`config.mk`:
```
export PLATFORM = sky130hd
export DESIGN_NAME = byte_ring_space_manager
export DESIGN_NICKNAME = d
export VERILOG_FILES = /design/src/sv/brsm_pkg.sv /design/src/sv/brsm_core.sv /design/src/sv/byte_ring_space_manager.sv
export SDC_FILE = /design/constraint.sdc
export NUM_CORES = 1
export LEC_CHECK = 0
export BUFFER_PORTS_ARGS = -buffer_cell sky130_fd_sc_hd__buf_2
export CELL_PAD_IN_SITES_DETAIL_PLACEMENT = 0
export CELL_PAD_IN_SITES_GLOBAL_PLACEMENT = 1
export CORE_MARGIN = 5
export CORE_UTILIZATION = 40
export CTS_BUF_LIST = sky130_fd_sc_hd__clkbuf_8 sky130_fd_sc_hd__clkbuf_16
export CTS_CLUSTER_DIAMETER = 40
export DETAILED_ROUTE_END_ITERATION = 6
export GPL_TIMING_DRIVEN = 0
export MAX_ROUTING_LAYER = met4
export PLACE_DENSITY = 0.73
export SLEW_MARGIN = 20
export SYNTH_ARGS = -nofsm -noshare
export SYNTH_HDL_FRONTEND = slang
export SYNTH_SLANG_ARGS = --single-unit
export TNS_END_PERCENT = 1
```
`constraint.sdc`:
```
create_clock -name clk -period 15 [get_ports clk]
set_input_delay 1.5 -clock clk [delete_from_list [all_inputs] [get_ports clk]]
set_output_delay 1.5 -clock clk [all_outputs]
set_load 0.02 [all_outputs]
```
`src/sv/brsm_pkg.sv`:
```
// Shared constants, types and a helper function for the byte ring space manager.
package brsm_pkg;

    localparam int CAPACITY = 4096;
    localparam int POS_W    = $clog2(CAPACITY);
    localparam int CNT_W    = POS_W + 1;

    localparam logic [CNT_W-1:0] CAP_CNT = CNT_W'(CAPACITY);

    localparam logic [1:0] OP_CLAIM   = 2'd0;
    localparam logic [1:0] OP_PUBLISH = 2'd1;
    localparam logic [1:0] OP_PEEK    = 2'd2;
    localparam logic [1:0] OP_RELEASE = 2'd3;

    typedef struct packed {
        logic [CNT_W-1:0] head;
        logic [CNT_W-1:0] tail;
        logic             pad_valid;
        logic [CNT_W-1:0] pad_start;
    } brsm_state_t;

    typedef struct packed {
        logic             granted;
        logic [POS_W-1:0] offset;
        logic [CNT_W-1:0] length;
        logic [CNT_W-1:0] used_bytes;
        logic [CNT_W-1:0] free_bytes;
        logic             data_wake;
        logic             space_wake;
    } brsm_result_t;

    // Occupancy from the free-running counters, saturated at the capacity.
    function automatic logic [CNT_W-1:0] used_of(input logic [CNT_W-1:0] head,
                                                 input logic [CNT_W-1:0] tail);
        logic [CNT_W-1:0] diff;
        diff = head - tail;
        return (diff > CAP_CNT) ? CAP_CNT : diff;
    endfunction

endpackage

```
`src/sv/brsm_core.sv`:
```
// Combinational operation logic: next ring state and result for one transaction.
module brsm_core
    import brsm_pkg::*;
(
    input  logic [1:0]       op,
    input  logic [CNT_W-1:0] amount,
    input  brsm_state_t      st,
    output brsm_state_t      st_next,
    output brsm_result_t     res
);

    always_comb
    begin
        logic [CNT_W-1:0] used;
        logic [CNT_W-1:0] freeb;
        logic [CNT_W-1:0] head_till;
        logic [CNT_W:0]   wrap_need;
        logic [CNT_W-1:0] skip_till;
        logic [CNT_W-1:0] used_pk;
        logic [CNT_W-1:0] tail_pk;
        logic [CNT_W-1:0] run_till;
        logic [CNT_W-1:0] n;
        logic [CNT_W-1:0] pad_gap;
        logic [CNT_W-1:0] used_after;

        st_next   = st;
        res       = '0;
        used      = used_of(st.head, st.tail);
        freeb     = CAP_CNT - used;
        head_till = CAP_CNT - {1'b0, st.head[POS_W-1:0]};
        wrap_need = {1'b0, head_till} + {1'b0, amount};
        skip_till = '0;
        used_pk   = used;
        tail_pk   = st.tail;
        run_till  = '0;
        n         = '0;
        pad_gap   = st.pad_start - st.tail;

        case (op)
            OP_CLAIM:
            begin
                if (freeb != '0 && amount <= freeb)
                begin
                    if (amount <= head_till)
                    begin
                        res.granted = 1'b1;
                        res.offset  = st.head[POS_W-1:0];
                        res.length  = amount;
                    end
                    else if ({1'b0, freeb} >= wrap_need &&
                             {1'b0, st.tail[POS_W-1:0]} >= amount)
                    begin
                        // The bytes up to the ring end become a pad.
                        st_next.pad_valid = 1'b1;
                        st_next.pad_start = st.head;
                        st_next.head      = st.head + head_till;
                        res.granted       = 1'b1;
                        res.length        = amount;
                    end
                end
            end
            OP_PUBLISH:
            begin
                n             = (amount < freeb) ? amount : freeb;
                st_next.head  = st.head + n;
                res.length    = n;
                res.data_wake = 1'b1;
            end
            OP_PEEK:
            begin
                if (used != '0 && st.pad_valid && st.tail == st.pad_start)
                begin
                    skip_till = CAP_CNT - {1'b0, st.tail[POS_W-1:0]};
                    if (skip_till > used)
                    begin
                        skip_till = used;
                    end
                    res.space_wake    = (used == CAP_CNT);
                    tail_pk           = st.tail + skip_till;
                    st_next.pad_valid = 1'b0;
                    used_pk           = used - skip_till;
                end
                st_next.tail = tail_pk;
                if (used_pk != '0)
                begin
                    run_till    = CAP_CNT - {1'b0, tail_pk[POS_W-1:0]};
                    res.granted = 1'b1;
                    res.offset  = tail_pk[POS_W-1:0];
                    res.length  = (used_pk < run_till) ? used_pk : run_till;
                end
            end
            OP_RELEASE:
            begin
                n              = (amount < used) ? amount : used;
                res.space_wake = (used == CAP_CNT);
                if (st.pad_valid && n > pad_gap)
                begin
                    st_next.pad_valid = 1'b0;
                end
                st_next.tail = st.tail + n;
                res.length   = n;
            end
            default:
            begin
                st_next = st;
            end
        endcase

        used_after     = used_of(st_next.head, st_next.tail);
        res.used_bytes = used_after;
        res.free_bytes = CAP_CNT - used_after;
    end

endmodule

```
`src/sv/byte_ring_space_manager.sv`:
```
// Top level of the byte ring space manager: handshake, state and result registers.
// Each transaction passes through the input register and then the result register.
// Throughput: one transaction per cycle while rsp_stall is low; the head, tail and pad
// registers update as a transaction moves from the input register to the result register.
// Reset (rst_n, asynchronous, active low) empties the ring, drops any pad and
// clears both pipeline valid flags; no clearing pass is needed.
module byte_ring_space_manager
    import brsm_pkg::*;
(
    input  logic             clk,
    input  logic             rst_n,

    input  logic             req_valid,
    output logic             req_stall,
    input  logic [1:0]       operation,
    input  logic [CNT_W-1:0] amount,

    output logic             rsp_valid,
    input  logic             rsp_stall,
    output logic             granted,
    output logic [POS_W-1:0] offset,
    output logic [CNT_W-1:0] length,
    output logic [CNT_W-1:0] used_bytes,
    output logic [CNT_W-1:0] free_bytes,
    output logic             data_wake,
    output logic             space_wake
);

    // Input register: holds one accepted transaction until it is processed.
    logic             in_valid_reg;
    logic [1:0]       op_reg;
    logic [CNT_W-1:0] amount_reg;

    // Ring bookkeeping.
    brsm_state_t      state_reg;
    brsm_state_t      state_next;

    // Result register: parts the ring logic from the downstream stall.
    logic             rsp_valid_reg;
    brsm_result_t     res_reg;
    brsm_result_t     res_next;

    logic             fire;
    logic             req_take;

    // A held transaction is processed whenever the result register is empty
    // or its contents leave in this same cycle.
    assign fire      = in_valid_reg && (!rsp_valid_reg || !rsp_stall);
    assign req_stall = in_valid_reg && !fire;
    assign req_take  = req_valid && !req_stall;

    brsm_core u_core
    (
        .op      (op_reg),
        .amount  (amount_reg),
        .st      (state_reg),
        .st_next (state_next),
        .res     (res_next)
    );

    always_ff @(posedge clk or negedge rst_n)
    begin
        if (!rst_n)
        begin
            in_valid_reg  <= 1'b0;
            rsp_valid_reg <= 1'b0;
            state_reg     <= '0;
        end
        else
        begin
            if (req_take)
            begin
                in_valid_reg <= 1'b1;
            end
            else if (fire)
            begin
                in_valid_reg <= 1'b0;
            end

            if (fire)
            begin
                rsp_valid_reg <= 1'b1;
                state_reg     <= state_next;
            end
            else if (!rsp_stall)
            begin
                rsp_valid_reg <= 1'b0;
            end
        end
    end

    // Payload registers carry no reset.
    always_ff @(posedge clk)
    begin
        if (req_take)
        begin
            op_reg     <= operation;
            amount_reg <= amount;
        end
        if (fire)
        begin
            res_reg <= res_next;
        end
    end

    assign rsp_valid  = rsp_valid_reg;
    assign granted    = res_reg.granted;
    assign offset     = res_reg.offset;
    assign length     = res_reg.length;
    assign used_bytes = res_reg.used_bytes;
    assign free_bytes = res_reg.free_bytes;
    assign data_wake  = res_reg.data_wake;
    assign space_wake = res_reg.space_wake;

    // The counters never drift more than one capacity apart.
    a_occupancy_bounded: assert property (@(posedge clk) disable iff (!rst_n)
        (state_reg.head - state_reg.tail) <= CAP_CNT)
        else $error("ring occupancy exceeds capacity");

    // A pending pad never starts at offset zero, since a region at offset
    // zero never has to wrap.
    a_pad_not_at_origin: assert property (@(posedge clk) disable iff (!rst_n)
        state_reg.pad_valid |-> state_reg.pad_start[POS_W-1:0] != '0)
        else $error("pad begins at ring origin");

    // Occupancy and free space always add up to the capacity.
    a_used_plus_free: assert property (@(posedge clk) disable iff (!rst_n)
        rsp_valid_reg |-> ({1'b0, res_reg.used_bytes} + {1'b0, res_reg.free_bytes})
                          == {1'b0, CAP_CNT})
        else $error("used and free bytes disagree");

    // A granted region never crosses the ring end.
    a_region_contiguous: assert property (@(posedge clk) disable iff (!rst_n)
        (rsp_valid_reg && res_reg.granted) |->
            ({1'b0, 1'b0, res_reg.offset} + {1'b0, res_reg.length}) <= {1'b0, CAP_CNT})
        else $error("granted region wraps the ring end");

    // The ring state moves only when a transaction is processed.
    a_state_moves_on_fire: assert property (@(posedge clk) disable iff (!rst_n)
        !fire |=> $stable(state_reg))
        else $error("ring state changed without a transaction");

endmodule

```
Yosys cells after proc, flatten, opt, wreduce, memory -nomap -nowiden
Cells that the tools add are included.
{ "op_classes": {"n_addsub": 14, "order_cmp": 11, "eq_ne": 11, "mux": 39, "n_bitwise": 1, "reduce_logical": 21} }
{ "op_table": {"columns": ["cell", "count"], "rows": [
  ["2-to-1 mux 13 bit", 17],
  ["one-hot mux 13 bit (2 select lines)", 3],
  ["adder 13 bit", 4],
  ["2-to-1 mux 26 bit", 2],
  ["one-hot mux 13 bit (4 select lines)", 1],
  ["subtractor 13 bit", 4],
  ["2-to-1 mux 14 bit", 3],
  ["< comparator 13 bit", 3],
  ["nonzero test 13 bit", 3],
  ["subtractor 13 x 12 -> 13 bit (first input constant)", 3],
  ["> comparator 13 bit", 2],
  ["> comparator 13 bit (second input constant)", 2],
  ["<= comparator 13 bit", 2],
  ["subtractor 13 bit (first input constant)", 2],
  ["adder 13 x 13 -> 14 bit", 1],
  ["greater-or-equal comparator 13 x 14 -> 1 bit", 1],
  ["== test 13 bit", 1],
  ["== test 13 bit (second input constant)", 1],
  ["greater-or-equal comparator 12 x 13 -> 1 bit", 1],
  ["2-to-1 mux 12 bit", 1],
  ["2-to-1 mux 1 bit", 10],
  ["!= test 2 x 1 -> 1 bit (second input constant)", 5],
  ["logical AND 1 bit", 8],
  ["AND reduction 7 bit", 1],
  ["other kinds (12)", 16]
]} }
{ "totals": {"reg_bits": 111, "out_inout_bits": 56, "word_cells": 112} }

Logic depth before layout (Yosys ltp)
{ "depth": {"ltp_word": 16, "depth_mapped": 64, "ltp_nobuf": 59} }

By module
A second synthesis with hierarchy kept.
{ "hier_totals": {"hier_cells": 1810, "area_unflattened_um2": 14710.4} }
{ "by_module_without_submodules": {"columns": ["mod", "instances", "cells_each", "area_each_um2"], "rows": [
  ["brsm_core", 1, 1649, 11044.3],
  ["byte_ring_space_manager", 1, 161, 3666.0]
]} }

Worst setup path before layout
OpenSTA, ideal clock, no wires.
{ "synth_timing": {"path_kind": "register to register", "start": "register state_reg[27] (netlist name)", "end": "register res_reg (netlist bit free_bytes[10]), data pin", "setup_time_ns": 0.264, "arrival_ns": 11.473, "required_time_ns": 14.736, "path_slack_ns": 3.263, "path_stages_with_launch": 62, "cell_sequence": "dfrtp_1 > clkbuf_1 > inv_1 > ha_1 > fa_1 > nand2b_1 > a211oi_1 > o21a_1 > nor3_1 > or2_2 > a31oi_1 > buf_2 > nor2_1 > inv_1 > ha_1 > clkbuf_1 > nand2_1 > nor2_1 > [26 not listed] > nand2_1 > mux2i_1 > nor2_1 > ha_1 > or3_1 > o21ai_0 > a21oi_1 > xor2_1 > o221a_1 > or3_4 > or4_1 > mux2_2 > o41ai_2 > or3_1 > ha_1 > inv_1 > a211oi_1 > o31ai_1"} }
{ "synth_lines": {"columns": ["element", "line_no", "rtl"], "rows": [
  ["from (decl)", "byte_ring_space_manager.sv:35", "brsm_state_t state_reg;"],
  ["from (signal assigned)", "byte_ring_space_manager.sv:83", "state_reg <= state_next;"],
  ["to (signal assigned)", "byte_ring_space_manager.sv:102", "res_reg <= res_next;"],
  ["to (decl)", "byte_ring_space_manager.sv:40", "brsm_result_t res_reg;"]
]} }

==> report_table.html <==
<table>
<tr><th>Metric</th><th>Value</th></tr>
<tr><th colspan="2">GRT</th></tr>
<tr><td>Aggregate global-route resource usage</td><td>27.9%</td></tr>
<tr><td>Pin count of the biggest net entering global routing</td><td>53</td></tr>
<tr><td>Final global-route overflow total</td><td>0</td></tr>
<tr><td>Global-route wire length before repair</td><td>83700 um</td></tr>
<tr><td>Initial antenna violation count</td><td>0</td></tr>
<tr><td>Number of global-route vias before repair</td><td>13100</td></tr>
<tr><th colspan="2">Drt</th></tr>
<tr><td>Wirelength, routed</td><td>57200 um</td></tr>
<tr><td>Via count</td><td>14200</td></tr>
<tr><td>Number of iterations in the first detailed-routing pass</td><td>7</td></tr>
<tr><td>Wire length on met1</td><td>25600 um</td></tr>
<tr><td>Starting DRC count in detailed routing</td><td>1293</td></tr>
<tr><td>DRC Markers</td><td>0</td></tr>
<tr><td>Highest routed layer</td><td>met4</td></tr>
<tr><td>Met2 layer wire length in the routed design</td><td>24700 um</td></tr>
<tr><td>Post-detailed-route count of antenna-violating nets</td><td>0</td></tr>
<tr><td>Detailed route wirelength on metal3</td><td>5090 um</td></tr>
<tr><td>Routed wire length per instance</td><td>23.9 um</td></tr>
<tr><td>Via density</td><td>5.96</td></tr>
<tr><th colspan="2">Floorplanning</th></tr>
<tr><td>Initial core utilization</td><td>40.3%</td></tr>
<tr><td>Area of the die</td><td>40700 um2</td></tr>
<tr><td>Horiz. Die Dim</td><td>202 um</td></tr>
<tr><td>Die Height</td><td>202 um</td></tr>
<tr><td>Number of rows in the core area</td><td>70</td></tr>
<tr><td>Core box area</td><td>36400 um2</td></tr>
<tr><td>I/O pin cnt</td><td>75</td></tr>
<tr><th colspan="2">Setup path</th></tr>
<tr><td>Critical path type</td><td>reg2reg</td></tr>
<tr><td>Family with the most delay on the worst path</td><td>compound AO/OA/AOI/OAI gates</td></tr>
<tr><td>Max stage delay cell, worst path</td><td>sky130_fd_sc_hd__dfrtp_1</td></tr>
<tr><td>Required time of the critical path</td><td>15.23 ns</td></tr>
<tr><td>Kind of launch point of the worst setup path</td><td>flop</td></tr>
<tr><td>Number of cells on the worst reg-to-reg path</td><td>55</td></tr>
<tr><td>Max incr delay on CP</td><td>0.72 ns</td></tr>
<tr><td>Number of buffers and inverters on the critical path</td><td>7</td></tr>
<tr><td>CP Max Fanout</td><td>10</td></tr>
<tr><td>Arrival time at the worst endpoint</td><td>14.47 ns</td></tr>
<tr><td>Logic depth of the worst path, buffers included</td><td>55</td></tr>
<tr><td>Origin of the worst setup path</td><td>state_reg[23]</td></tr>
<tr><td>Reg-to-Reg Start</td><td>state_reg[23]</td></tr>
<tr><td>Most used cell, CP</td><td>sky130_fd_sc_hd__ha_1</td></tr>
<tr><td>Crit end category</td><td>flop</td></tr>
<tr><th colspan="2">Final layout</th></tr>
<tr><td>Area added between synthesis and finish</td><td>9.40%</td></tr>
<tr><td>Total non-filler cell area in the finished layout</td><td>16100 um2</td></tr>
<tr><td>Final core occ</td><td>44.1%</td></tr>
<tr><td>Area of the multi-input gates</td><td>10800 um2</td></tr>
<tr><td>Antenna diode instance count</td><td>0</td></tr>
<tr><td>Number of nets in the final layout</td><td>2150</td></tr>
<tr><td>Number of flip-flops under the largest register name</td><td>40</td></tr>
<tr><td>Layout cells sized above 1</td><td>10.6%</td></tr>
<tr><td># fillers</td><td>3687</td></tr>
<tr><td>Total area of sequential cells</td><td>3090 um2</td></tr>
<tr><th colspan="2">Place</th></tr>
<tr><td>Final estimated routing congestion in global placement</td><td>1.01</td></tr>
<tr><td>Total placed instance area</td><td>15700 um2</td></tr>
<tr><td>Placed wire-length estimate after detailed placement</td><td>47400 um</td></tr>
<tr><td>Number of input and output port buffers inserted</td><td>74</td></tr>
<tr><th colspan="2">Logic synthesis</th></tr>
<tr><td>Xor and xnor fraction of the mapped netlist area</td><td>7.38%</td></tr>
<tr><td>Number of enable-type register cells in the synthesized netlist</td><td>68</td></tr>
<tr><td>Top cells by area in the synthesized netlist</td><td>sky130_fd_sc_hd__ha_1 (18%), sky130_fd_sc_hd__edfxtp_1 (14%), sky130_fd_sc_hd__dfrtp_1 (7.2%)</td></tr>
<tr><td>Library cell with the largest summed area after synthesis</td><td>sky130_fd_sc_hd__ha_1</td></tr>
<tr><td>FFs w/ async S/R, synth</td><td>38.2%</td></tr>
<tr><td>Multiplexer share of the synthesized area</td><td>5.39%</td></tr>
<tr><td>Number of instances in the synthesized netlist</td><td>1831</td></tr>
<tr><td>Most repeated cell in the gate-level netlist after synthesis</td><td>sky130_fd_sc_hd__ha_1</td></tr>
<tr><td>Post-Synthesis Net Count</td><td>2066</td></tr>
<tr><td>Post-synthesis sequential area ratio</td><td>21.0%</td></tr>
<tr><td>Synth top area share</td><td>17.7%</td></tr>
<tr><td>Dominant combinational cell family by area after synthesis</td><td>compound AO/OA/AOI/OAI gates</td></tr>
<tr><td>Most used standard cells in the synthesized netlist</td><td>sky130_fd_sc_hd__ha_1 (208), sky130_fd_sc_hd__nand2_1 (172), sky130_fd_sc_hd__inv_1 (157)</td></tr>
<tr><td>Simple-gate share of the synthesized area</td><td>18.8%</td></tr>
<tr><td>Total standard cell area after synthesis</td><td>14700 um2</td></tr>
<tr><td>Share of the synthesized area in compound gates (AO/OA/AOI/OAI)</td><td>22.5%</td></tr>
<tr><td>Most used flip-flop cell after synthesis</td><td>sky130_fd_sc_hd__edfxtp_1</td></tr>
<tr><td>Mean Syn Cell Area</td><td>8.03 um2</td></tr>
<tr><td>Synthesized-area fraction occupied by adder cells</td><td>18.9%</td></tr>
<tr><td>Yosys warning total</td><td>0</td></tr>
<tr><td>Register bit total from synthesis</td><td>110</td></tr>
<tr><td>Count of distinct cell types in the synthesized netlist</td><td>99</td></tr>
<tr><th colspan="2">Clock tree</th></tr>
<tr><td>Maximum root-to-sink buffer count</td><td>2</td></tr>
<tr><td>Reg clk slew, reported paths</td><td>0.09 ns</td></tr>
<tr><td>TritonCTS clock tree</td><td>built</td></tr>
<tr><td>Buffer type at the clock tree root</td><td>sky130_fd_sc_hd__clkbuf_16</td></tr>
<tr><td>Clock latency on the worst-skew pair</td><td>0.38 ns</td></tr>
<tr><td>Number of buffers added by the clock tree synthesis step</td><td>9</td></tr>
<tr><td>Clock sinks</td><td>110</td></tr>
<tr><td>Buffer count from post-CTS setup fixing</td><td>0</td></tr>
<tr><td>CTS H-tree lvls</td><td>3</td></tr>
<tr><th colspan="2">STA</th></tr>
<tr><td>Max_slew headroom</td><td>24.3%</td></tr>
<tr><td>Slew at the pin closest to its max-slew limit</td><td>1.12 ns</td></tr>
<tr><td>Fmax</td><td>70.2 MHz</td></tr>
<tr><td>Sum Neg Setup Slack</td><td>0 ns</td></tr>
<tr><td>Share of the clock period used by the worst path</td><td>95.0%</td></tr>
<tr><td>Setup violators final</td><td>0</td></tr>
<tr><td>Shortest period the worst path allows</td><td>14.24 ns</td></tr>
<tr><td>Final Slew Violations</td><td>0</td></tr>
<tr><td>Worst slack on hold paths</td><td>0.511 ns</td></tr>
<tr><td>Final hold violations</td><td>0</td></tr>
<tr><td>Max Clock Skew</td><td>0.0165 ns</td></tr>
<tr><td>Unrepaired setup endpoints after global routing</td><td>false</td></tr>
<tr><th colspan="2">Hold path</th></tr>
<tr><td>Count of cells along the worst hold path</td><td>1</td></tr>
<tr><td>Classification of the worst-slack hold path</td><td>reg2reg</td></tr>
<tr><td>Hold Startpoint</td><td>in_valid_reg</td></tr>
<tr><th colspan="2">Job</th></tr>
<tr><td>Maxcap violations</td><td>0</td></tr>
<tr><th colspan="2">Run status</th></tr>
<tr><td>Outcome</td><td>finished clean</td></tr>
</table>
==> worst register-to-register path, delay by kind of cell (launching register included) <==
| kind | cells | cell delay (ns) |
|---|---|---|
| mux | 2 | 0.61 |
| simple gates | 18 | 4.14 |
| fa+ha+maj | 7 | 2.48 |
| compound gates | 20 | 4.27 |
| buf+inv | 7 | 1.60 |
| xor+xnor | 1 | 0.27 |
| flops | 1 | 0.72 |
==> per-stage QoR <==
| step | setup WS (ns) | std cells |
|---|---|---|
| 3_3_place_gp | -0.270 | 2373 |
| 4_1_cts | 0.0491 | 2390 |
| 2_1_floorplan | 3.26 | 1831 |
| 6_report | 0.757 | 2388 |
| 3_5_place_dp | -0.299 | 2374 |
| 5_1_grt | 0.0682 | 2388 |
==> routing by layer <==
layer	vias up	GRT usage [%]
met1	6786	38.3
met4	0	7.89
met5	-	-
met2	605	41.7
li1	6748	-
met3	95	6.04
==> cells in the final DEF, fill, tap and decap left out, types with 19 or more instances in the layout <==
master / n
sky130_fd_sc_hd__o21ai_0: 150
sky130_fd_sc_hd__nor2_1: 148
sky130_fd_sc_hd__a21oi_1: 117
sky130_fd_sc_hd__nand3_1: 38
sky130_fd_sc_hd__nor2b_1: 23
sky130_fd_sc_hd__mux2i_1: 44
sky130_fd_sc_hd__nand2_1: 172
sky130_fd_sc_hd__inv_1: 156
sky130_fd_sc_hd__edfxtp_1: 68
sky130_fd_sc_hd__xor2_1: 39
sky130_fd_sc_hd__dfrtp_1: 41
sky130_fd_sc_hd__o21a_1: 19
sky130_fd_sc_hd__buf_2: 86
sky130_fd_sc_hd__nand2b_1: 28
sky130_fd_sc_hd__a21o_1: 27
sky130_fd_sc_hd__nor3_1: 44
sky130_fd_sc_hd__mux2_2: 29
sky130_fd_sc_hd__xnor2_1: 83
sky130_fd_sc_hd__ha_1: 206
sky130_fd_sc_hd__clkbuf_1: 40
==> cell families (layout without fill, tap and decap cells) <==
family,Yosys count,count (layout)
AND/OR/NAND/NOR,571,571
AO/OA/AOI/OAI,508,508
buffers and inverters,227,316
adder cells (fa/ha/maj),217,217
XOR/XNOR,123,123
flip-flops,110,110
multiplexers,75,75
==> final timing paths <==
path | to | slack, ns
max | free_bytes[12] | 0.76
min | rsp_valid | 0.51
max reg2reg | free_bytes[12] | 0.76
min reg2reg | rsp_valid | 0.51
max in group asynchronous | state_reg[15] | 13.42
min in group asynchronous | state_reg[32] | 1.11
==> cell type report <==
class	count	area share, %
plain buffers	63	1.71
clock buffers	9	1.40
clock inverters	7	0.560
inverters	162	3.78
multi-input cells	1494	67.2
flip-flops and latches	110	19.2
well taps	468	3.64
repair buffers	75	2.49
==> what timing repair did <==
action / in CTS / in global routing
setup endpoints to repair: 6 / 22
resized for setup: 5 / 27
hold buffers: 0 / 0
Power is left out: the tool's default activity adds up to more than one toggle a clock period on the data nets, which glitch-free logic cannot reach.
